--- src/sv/slcd_pkg.sv ---
package slcd_pkg;

  localparam int MAX_LEN   = 16;
  localparam int IDX_W     = $clog2(MAX_LEN);
  localparam int LEN_W     = $clog2(MAX_LEN + 1);
  localparam int BYTE_W    = 8;
  localparam int CFG_IDX_W = 2;
  localparam int CFG_W     = 8;

  localparam logic [CFG_IDX_W-1:0] REG_SYNC_VALUE  = CFG_IDX_W'(0);
  localparam logic [CFG_IDX_W-1:0] REG_MAX_PAYLOAD = CFG_IDX_W'(1);

  localparam logic [BYTE_W-1:0] SYNC_RESET = 8'hAA;
  localparam logic [LEN_W-1:0]  MAX_RESET  = LEN_W'(MAX_LEN);

  typedef enum logic [2:0] {
    ST_HUNT,
    ST_LEN,
    ST_DATA,
    ST_SUM,
    ST_EMIT
  } state_t;

  // controller -> datapath
  typedef struct packed {
    logic start_frame;  // sync seen: sum <= byte
    logic take_len;     // length accepted
    logic take_data;    // payload byte
    logic start_emit;   // good checksum: rewind read pointer
    logic next_emit;    // result item taken
  } cmd_t;

  // datapath -> controller
  typedef struct packed {
    logic sync_hit;
    logic len_ok;
    logic data_done;
    logic sum_ok;
    logic emit_last;
  } status_t;

endpackage

--- src/sv/slcd_ctrl.sv ---
module slcd_ctrl (
  input  logic             clk,
  input  logic             rst,
  input  logic             in_valid,
  output logic             in_ready,
  output logic             out_valid,
  input  logic             out_ready,
  input  slcd_pkg::status_t st,
  output slcd_pkg::cmd_t    cmd
);

  slcd_pkg::state_t state;
  slcd_pkg::state_t state_next;
  logic in_fire;
  logic out_fire;

  assign in_fire  = in_valid && in_ready;
  assign out_fire = out_valid && out_ready;

  always_ff @(posedge clk) begin
    if (rst) begin
      state <= slcd_pkg::ST_HUNT;
    end else begin
      state <= state_next;
    end
  end

  always_comb begin
    state_next = state;
    case (state)
      slcd_pkg::ST_HUNT: begin
        if (in_fire && st.sync_hit) state_next = slcd_pkg::ST_LEN;
      end
      slcd_pkg::ST_LEN: begin
        if (in_fire) state_next = st.len_ok ? slcd_pkg::ST_DATA : slcd_pkg::ST_HUNT;
      end
      slcd_pkg::ST_DATA: begin
        if (in_fire && st.data_done) state_next = slcd_pkg::ST_SUM;
      end
      slcd_pkg::ST_SUM: begin
        if (in_fire) state_next = st.sum_ok ? slcd_pkg::ST_EMIT : slcd_pkg::ST_HUNT;
      end
      slcd_pkg::ST_EMIT: begin
        if (out_fire && st.emit_last) state_next = slcd_pkg::ST_HUNT;
      end
      default: state_next = slcd_pkg::ST_HUNT;
    endcase
  end

  always_comb begin
    in_ready  = (state != slcd_pkg::ST_EMIT);
    out_valid = (state == slcd_pkg::ST_EMIT);
    cmd       = '0;
    case (state)
      slcd_pkg::ST_HUNT: cmd.start_frame = in_fire && st.sync_hit;
      slcd_pkg::ST_LEN:  cmd.take_len    = in_fire && st.len_ok;
      slcd_pkg::ST_DATA: cmd.take_data   = in_fire;
      slcd_pkg::ST_SUM:  cmd.start_emit  = in_fire && st.sum_ok;
      slcd_pkg::ST_EMIT: cmd.next_emit   = out_fire;
      default: cmd = '0;
    endcase
  end

`ifndef NO_ASSERTIONS
  a_no_input_while_emitting: assert property (@(posedge clk) disable iff (rst)
    out_valid |-> !in_ready) else $error("input taken during readout");

  a_good_sum_starts_readout: assert property (@(posedge clk) disable iff (rst)
    (in_fire && state == slcd_pkg::ST_SUM && st.sum_ok) |=> out_valid)
    else $error("good frame not emitted");

  a_readout_continues: assert property (@(posedge clk) disable iff (rst)
    (out_fire && !st.emit_last) |=> out_valid) else $error("readout cut short");
`endif

endmodule

--- src/sv/slcd_dp.sv ---
module slcd_dp (
  input  logic                              clk,
  input  logic                              rst,
  input  logic                              cfg_write_en,
  input  logic [slcd_pkg::CFG_IDX_W-1:0]    cfg_index,
  input  logic [slcd_pkg::CFG_W-1:0]        cfg_data,
  input  logic [slcd_pkg::BYTE_W-1:0]       rx_byte,
  input  slcd_pkg::cmd_t                    cmd,
  output slcd_pkg::status_t                 st,
  output logic [slcd_pkg::BYTE_W-1:0]       data_byte,
  output logic [slcd_pkg::IDX_W-1:0]        byte_index,
  output logic [slcd_pkg::LEN_W-1:0]        payload_length,
  output logic                              last
);

  logic [slcd_pkg::BYTE_W-1:0] sync_value;
  logic [slcd_pkg::LEN_W-1:0]  max_payload;
  logic [slcd_pkg::BYTE_W-1:0] running_sum;
  logic [slcd_pkg::LEN_W-1:0]  byte_count;
  logic [slcd_pkg::LEN_W-1:0]  frame_length;
  logic [slcd_pkg::IDX_W-1:0]  rd_ptr;
  logic [slcd_pkg::BYTE_W-1:0] payload_store [slcd_pkg::MAX_LEN];

  logic [slcd_pkg::LEN_W-1:0]  eff_max;
  logic [slcd_pkg::LEN_W-1:0]  count_inc;
  logic [slcd_pkg::LEN_W-1:0]  rd_inc;

  always_ff @(posedge clk) begin
    if (rst) begin
      sync_value  <= slcd_pkg::SYNC_RESET;
      max_payload <= slcd_pkg::MAX_RESET;
    end else if (cfg_write_en) begin
      if (cfg_index == slcd_pkg::REG_SYNC_VALUE) begin
        sync_value <= cfg_data;
      end else if (cfg_index == slcd_pkg::REG_MAX_PAYLOAD) begin
        max_payload <= cfg_data[slcd_pkg::LEN_W-1:0];
      end
    end
  end

  assign eff_max   = (max_payload > slcd_pkg::LEN_W'(slcd_pkg::MAX_LEN))
                   ? slcd_pkg::LEN_W'(slcd_pkg::MAX_LEN) : max_payload;
  assign count_inc = byte_count + slcd_pkg::LEN_W'(1);
  assign rd_inc    = slcd_pkg::LEN_W'(rd_ptr) + slcd_pkg::LEN_W'(1);

  always_ff @(posedge clk) begin
    if (rst) begin
      running_sum  <= '0;
      byte_count   <= '0;
      frame_length <= '0;
      rd_ptr       <= '0;
    end else begin
      if (cmd.start_frame) begin
        running_sum <= rx_byte;
        byte_count  <= '0;
      end
      if (cmd.take_len) begin
        frame_length <= rx_byte[slcd_pkg::LEN_W-1:0];
        running_sum  <= running_sum + rx_byte;
        byte_count   <= '0;
      end
      if (cmd.take_data) begin
        running_sum <= running_sum + rx_byte;
        byte_count  <= count_inc;
      end
      if (cmd.start_emit) rd_ptr <= '0;
      if (cmd.next_emit)  rd_ptr <= rd_inc[slcd_pkg::IDX_W-1:0];
    end
  end

  // payload store: no reset, only entries of the current frame are read
  always_ff @(posedge clk) begin
    if (cmd.take_data && byte_count < slcd_pkg::LEN_W'(slcd_pkg::MAX_LEN)) begin
      payload_store[byte_count[slcd_pkg::IDX_W-1:0]] <= rx_byte;
    end
  end

  always_comb begin
    st.sync_hit  = (rx_byte == sync_value);
    st.len_ok    = (rx_byte != '0) && (rx_byte <= slcd_pkg::BYTE_W'(eff_max));
    st.data_done = (count_inc >= frame_length);
    st.sum_ok    = (rx_byte == running_sum);
    st.emit_last = (rd_inc == frame_length);
  end

  assign data_byte      = payload_store[rd_ptr];
  assign byte_index     = rd_ptr;
  assign payload_length = frame_length;
  assign last           = st.emit_last;

endmodule

--- src/sv/sync_length_checksum_deframer.sv ---
// Frame receiver: one received byte per input item. It hunts for the sync byte
// (register 0, reset 0xAA); the next byte is the payload length, which must be
// 1..max_payload (register 1, reset 16, low 5 bits kept, 17..31 act as 16) or the frame
// is dropped and the hunt resumes at the following byte. Length payload bytes
// follow, then a checksum byte that must equal the 8-bit wrapping sum of sync,
// length and payload bytes. On a match the payload is emitted as one result
// item per byte (data_byte, byte_index, payload_length, last on the final one);
// a bad frame emits nothing. After a good checksum the input stalls while the
// stored payload is read out, one item per cycle when out_ready is high.
// Readout goes through the single read port of the 16-byte payload store.
// Config writes (cfg_write_en, cfg_index, cfg_data) take effect the next
// cycle; indexes beyond 1 are ignored.
module sync_length_checksum_deframer (
  input  logic                              clk,
  input  logic                              rst,
  // configuration
  input  logic                              cfg_write_en,
  input  logic [slcd_pkg::CFG_IDX_W-1:0]    cfg_index,
  input  logic [slcd_pkg::CFG_W-1:0]        cfg_data,
  // received bytes
  input  logic                              in_valid,
  output logic                              in_ready,
  input  logic [slcd_pkg::BYTE_W-1:0]       rx_byte,
  // checked payload bytes
  output logic                              out_valid,
  input  logic                              out_ready,
  output logic [slcd_pkg::BYTE_W-1:0]       data_byte,
  output logic [slcd_pkg::IDX_W-1:0]        byte_index,
  output logic [slcd_pkg::LEN_W-1:0]        payload_length,
  output logic                              last
);

  slcd_pkg::cmd_t    cmd;
  slcd_pkg::status_t st;

  // sequencer: hunt / length / payload / checksum / readout
  slcd_ctrl u_ctrl (
    .clk       (clk),
    .rst       (rst),
    .in_valid  (in_valid),
    .in_ready  (in_ready),
    .out_valid (out_valid),
    .out_ready (out_ready),
    .st        (st),
    .cmd       (cmd)
  );

  // registers, running sum, counters and payload store
  slcd_dp u_dp (
    .clk            (clk),
    .rst            (rst),
    .cfg_write_en   (cfg_write_en),
    .cfg_index      (cfg_index),
    .cfg_data       (cfg_data),
    .rx_byte        (rx_byte),
    .cmd            (cmd),
    .st             (st),
    .data_byte      (data_byte),
    .byte_index     (byte_index),
    .payload_length (payload_length),
    .last           (last)
  );

endmodule
--- config.mk ---
export PLATFORM = sky130hd
export DESIGN_NAME = sync_length_checksum_deframer
export DESIGN_NICKNAME = d
export VERILOG_FILES = /design/src/sv/slcd_pkg.sv /design/src/sv/slcd_ctrl.sv /design/src/sv/slcd_dp.sv /design/src/sv/sync_length_checksum_deframer.sv
export SDC_FILE = /design/constraint.sdc
export NUM_CORES = 1
export LEC_CHECK = 0
export BUFFER_PORTS_ARGS = -buffer_cell sky130_fd_sc_hd__buf_2
export CAP_MARGIN = 20
export CORE_MARGIN = 2
export CORE_UTILIZATION = 45
export CTS_BUF_LIST = sky130_fd_sc_hd__clkbuf_8 sky130_fd_sc_hd__clkbuf_16
export DETAILED_ROUTE_END_ITERATION = 10
export MAX_ROUTING_LAYER = met4
export PLACE_DENSITY_LB_ADDON = 0.08
export SLEW_MARGIN = 20
export SYNTH_ARGS = -nofsm -noshare
export SYNTH_HDL_FRONTEND = slang
export SYNTH_HIERARCHICAL = 1
export SYNTH_SLANG_ARGS = --single-unit
--- constraint.sdc ---
create_clock -name clk -period 3.2 [get_ports clk]
set_input_delay 0 -clock clk [delete_from_list [all_inputs] [get_ports clk]]
set_output_delay 0 -clock clk [all_outputs]
set_load 0.05 [all_outputs]
After elaboration in Yosys (flattened, before gate mapping)
Memories as Yosys holds them, arrays and structs flattened. A register that Yosys moved wholly into a read port is not among the register bits.
Cells that the tools add are included.
{"block": "op_classes", "muxes": 26, "order_cmp": 4, "n_reduce_logical": 17, "n_bitwise": 1, "addsub": 3, "n_eq_ne": 14}
{"op": "two-way mux 8 bit", "n": 3}
{"op": "two-way mux 5 bit", "n": 4}
{"op": "two-way mux 3 bit", "n": 6}
{"op": "equality test 8 bit", "n": 2}
{"op": "two-way mux 4 bit", "n": 4}
{"op": "case mux 3 bit (5 select lines)", "n": 1}
{"op": "logical AND 1 bit", "n": 9}
{"op": "adder 8 bit", "n": 1}
{"op": "less-or-equal comparator 8 x 5 -> 1 bit", "n": 1}
{"op": "!= test 2 x 1 -> 1 bit (second input constant)", "n": 4}
{"op": "nonzero test 8 bit", "n": 1}
{"op": "two-way mux 1 bit", "n": 7}
{"op": "equality test 3 x 2 -> 1 bit (second input constant)", "n": 2}
{"op": "adder 4 x 1 -> 5 bit (second input constant)", "n": 1}
{"op": "adder 5 x 1 -> 5 bit (second input constant)", "n": 1}
{"op": "equality test 5 bit", "n": 1}
{"op": "greater-or-equal comparator 5 bit", "n": 1}
{"op": "> comparator 5 bit (second input constant)", "n": 1}
{"op": "less-than comparator 5 bit (second input constant)", "n": 1}
{"op": "AND reduction 5 bit", "n": 1}
{"op": "equality test 3 x 1 -> 1 bit (second input constant)", "n": 1}
{"op": "equality test 3 bit (second input constant)", "n": 1}
{"op": "logical NOT 3 bit", "n": 1}
{"op": "!= test 3 bit (second input constant)", "n": 1}
{"op": "other kinds (9)", "n": 9}
{"block": "word_totals", "regBits": 38, "memories": 1, "ram_bits": 128}
{"name": "u_dp.payload_store", "words": 16, "width": 8, "rd": 1, "rd_clocked_by_memory_dff": 1, "write_ports": 1, "line": "slcd_dp.sv:22", "text": "logic [slcd_pkg::BYTE_W-1:0] payload_store [slcd_pkg::MAX_LEN];"}

Longest topological paths before layout
{"block": "depth", "depth_word": 8, "mapped_depth": 16, "depth_no_buf": 14}

By module
The synthesis kept the hierarchy.
{"mod": "slcd_dp", "seq_area_each_um2": 4624.4, "instances": 1, "area_each_um2": 7357.1, "cells_each": 465}
{"mod": "slcd_ctrl", "seq_area_each_um2": 60.1, "instances": 1, "area_each_um2": 267.8, "cells_each": 34}

Worst setup path after synthesis
No wires, ideal clock.
{"block": "synth_path", "path_type": "flip-flop to flip-flop", "start": "register u_dp.rd_ptr, in the netlist u_dp/byte_index[0]", "end": "register u_ctrl.state[1]", "stages_incl_launch_ff": 11, "path_slack_ps": -626, "t_arrival_ps": 3705, "synth_period_minus_slack_ps": 3826, "cell_sequence": "dfxtp_1 > ha_1 > nor3b_1 > o21ai_1 > o21ai_1 > o21ai_1 > nor4_1 > buf_4 > nand2_1 > o2bb2ai_2 > mux2i_1"}
{"block": "synth_via", "elab_chain_cells": 5}
{"item": "start, declared", "line": "slcd_dp.sv:21", "text": "logic [slcd_pkg::IDX_W-1:0] rd_ptr;"}
{"item": "start signal, assigned", "line": "slcd_dp.sv:67", "text": "if (cmd.next_emit) rd_ptr <= rd_inc[slcd_pkg::IDX_W-1:0];"}
{"item": "adder 4 x 1 -> 5 bit", "line": "slcd_dp.sv:44", "text": "assign rd_inc = slcd_pkg::LEN_W'(rd_ptr) + slcd_pkg::LEN_W'(1);"}
{"item": "equality test 5 bit", "line": "slcd_dp.sv:83", "text": "st.emit_last = (rd_inc == frame_length);"}
{"item": "via last", "line": "sync_length_checksum_deframer.sv:30", "text": "output logic last"}
{"item": "logical AND 1 bit", "line": "slcd_ctrl.sv:44", "text": "if (out_fire && st.emit_last) state_next = slcd_pkg::ST_HUNT;"}
{"item": "!= test 2 bit (no line)"}
{"item": "AND reduction 5 bit (no line)"}
{"item": "end signal, assigned", "line": "slcd_ctrl.sv:22", "text": "state <= slcd_pkg::ST_HUNT;"}
{"item": "end signal, assigned", "line": "slcd_ctrl.sv:24", "text": "state <= state_next;"}
{"item": "end, declared", "line": "slcd_ctrl.sv:12", "text": "slcd_pkg::state_t state;"}
The timed path passes the listed nets, and every way through them passes these cells.
A chain may end at the register's enable or synchronous reset.

==> impl_results.md <==
- Syn avg cell area: 15.3 sq um
- Outcome: finished clean
- Setup crit start kind: register
- Crit-path max FO: 6
- Syn. warnings: 6
- Power Density: 491 nW/um^2
- Row Count: 47
- Largest stage delay on the critical path: 0.56 ns
- Core area: 16600 sq um
- Fillers: 1367
- Num ports: 43
- Max VDD drop: 403 uV
- Antenna violations before repair: 0
- Multi-input logic area: 2750 sq um
- Vias/cell: 5.49
- Setup-failing EPs final: 0
- Die Footprint: 18000 sq um
- Period Utilization, post-route: 93.1%
- Reg area: 4690 sq um
- FF+latch count, synth: 170
- # Post-CTS Setup Buffers: 0
- Die width: 134 um
- Cell Area, Synth: 7620 sq um
- Seq/Total Area, Yosys: 61.4%
- Worst hold slack: 0.0299 ns
- CP top delay family: compound AO/OA/AOI/OAI gates
- TritonCTS Buffers: 17
- Worst Path Arrival: 3.29 ns
- Slew Viols, Final: 0
- Vias in the first global route: 4591
- GR Overflow Total: 0
- Hold WC Path Type: in2reg
- Wire per inst: 20.2 um
- # DRC: 0
- Largest net degree at the start of global routing: 46
- Dominant register cell in the synthesized netlist: edfxtp_1
- # clock sinks: 170
- WP buf/inv: 2
- 1st-iter DRT viols: 310
- Total power: 4350 uW
- CTS tree: done
- Max Buffers Root-to-Sink: 2
- Number of synthesized flops with an enable pin: 128
- Antenna Cells: 0
- First-pass GRT wire length: 25700 um
- Slowest CP cell: dlygate4sd3_1
- Minimum clock period: 2.98 ns
- IO Port Bufs: 42
- Max-cap violations: 0
- Critical path class: reg2reg
- Final-stage net count: 624
- Skew-Pair Late Insertion Delay: 0.42 ns
- DRT antenna net count: 0
- DP HPWL: 11000 um
- Ys async rst share: 0%
- Synth-to-Final Area Change: 16.3%
- GP Congestion: 0.855
- CP cell instances: inv_1, ha_1, ha_1, a21o_1, a21o_1, a21o_1, a21o_1, o21a_1, o2bb2ai_2, o21ai_1, dlygate4sd3_1
- CP Capture Type: register
- H-tree levels: 4
- Static Leakage: 0.00308 uW
- Max_slew headroom: 45.1%
- Layout cell share with drive strength beyond 1: 21.4%
- Max Clk Rate: 0.336 GHz
- GRT Total Usage: 20.1%
- Final Hold Vio Count: 0
- Final Util: 53.5%
- Final TNS setup: 0 ns
- RSZ-0062 raised after global routing: no
- Total number of vias: 4446
- Critical Path RT: 3.51 ns
- Initial Utilization: 46.0%
- Worst Skew: 0.00858 ns
- Clock slew at reported path FFs: 0.07 ns
- Crit path top cell by count: a21o_1
- Yosys cell types: 56
- Post-Syn Instances: 499
- Die H: 134 um
- Worst-margin pin slew: 0.824 ns
- Syn nets: 545
- CTS root buffer: clkbuf_16
- Routed WL: 16400 um
- 1st-pass router iterations: 4
logic make-up after synthesis:
logic type / synth area share [%]
adders and majority gates: 3.87
AOI/OAI and AO/OA: 5.50
muxes: 15.6
and+or+nand+nor: 8.48
buffers and inverters: 2.79
xor gates and xnor gates: 2.30
DFF: 61.4
final cells by class:
class / instances / share of cell area, %
sequential: 170 / 52.8
multi-input combinational: 288 / 31.0
timing repair buffer: 85 / 6.43
clock buffer: 17 / 4.80
tap: 220 / 3.10
clock inverter: 14 / 1.16
inverter: 16 / 0.677
synthesized netlist by cell type (all sizes together), types with 8 or more instances:
| cell | n | area share, % |
|---|---|---|
| o21ai | 11 | 0.72 |
| nand3 | 8 | 0.53 |
| mux4 | 40 | 13 |
| nor2 | 42 | 2.1 |
| dfxtp | 42 | 11 |
| nand2b | 8 | 0.66 |
| xnor2 | 15 | 1.7 |
| a21oi | 11 | 0.72 |
| a211oi | 9 | 0.89 |
| buf | 12 | 1.4 |
| nor3 | 9 | 0.59 |
| clkbuf | 13 | 0.64 |
| edfxtp | 128 | 50 |
| mux2i | 20 | 2.6 |
| nand2 | 17 | 0.84 |
| nor2b | 13 | 1.1 |
| inv | 16 | 0.79 |
| ha | 22 | 3.6 |
per-stage QoR:
step | cells | instance area [sq um] | setup WS [ns]
floorplan | 499 | 7630 | 0.0114
global placement | 764 | 8180 | 0.383
detailed placement | 764 | 8180 | 0.283
CTS | 810 | 8860 | 0.230
global route | 810 | 8870 | 0.0703
finish | 810 | 8870 | 0.220
registers in the layout (all words and copies together) (netlist names), named ones only:
name / count
u_dp/payload_store: 128
u_dp/running_sum: 8
u_dp/sync_value: 8
u_dp/byte_count: 5
u_dp/max_payload: 5
u_dp/payload_length: 5
u_dp/byte_index: 4
u_ctrl/state: 3
layer usage:
layer  global-route usage [%]  wire length [um]  up-vias
met2                     32.9              8210       74
met1                     24.9              7320     2235
met4                     7.84               366        0
met5                        -                 0        -
met3                     3.74               460       24
li1                         -                 -     2113
worst paths after layout:
check | from | slack [ns] | cells past startpoint | end
worst min-delay path | rx_byte[2] | 0.03 | 1 | u_dp/payload_store[14][2]$_DFFE_PP_
worst max-delay path | u_dp/byte_count[0]$_SDFFE_PP0P_ | 0.22 | 11 | u_ctrl/state[0]$_SDFFE_PP0P_
worst min register to register | u_dp/max_payload[0]$_SDFFE_PP0P_ | 0.50 | 2 | u_dp/max_payload[0]$_SDFFE_PP0P_
worst max register to register | u_dp/byte_count[0]$_SDFFE_PP0P_ | 0.22 | 11 | u_ctrl/state[0]$_SDFFE_PP0P_
cell usage in the layout, fill, tap and decap left out, types with 6 or more instances in the layout:
| cell | instances |
|---|---|
| dfxtp_1 | 41 |
| a211o_1 | 6 |
| buf_2 | 42 |
| nor2_1 | 41 |
| nand2b_1 | 8 |
| clkbuf_16 | 17 |
| mux2i_1 | 20 |
| a211oi_1 | 9 |
| mux4_2 | 16 |
| ha_1 | 22 |
| o21ai_0 | 6 |
| nor2b_1 | 13 |
| inv_1 | 17 |
| nand2_1 | 17 |
| mux4_1 | 24 |
| dlygate4sd3_1 | 15 |
| edfxtp_1 | 128 |
| xnor2_1 | 15 |
| a21oi_1 | 11 |
| nor3_1 | 7 |
| buf_4 | 28 |
| nand3_1 | 8 |
| a21o_1 | 6 |
power breakdown:
part / internal (uW) / switching (uW) / leakage [uW]
registers: 2370 / 4.12 / 0.00149
clock network: 991 / 845 / 0.000256
logic: 54.3 / 85.1 / 0.00133
timing repair:
item	CTS	global route
hold buffers	15	0
resized for setup	0	3
hold endpoints to repair	29	0
setup endpoints to repair	0	2
No activity file was read; power rests on OpenSTA's default activity.
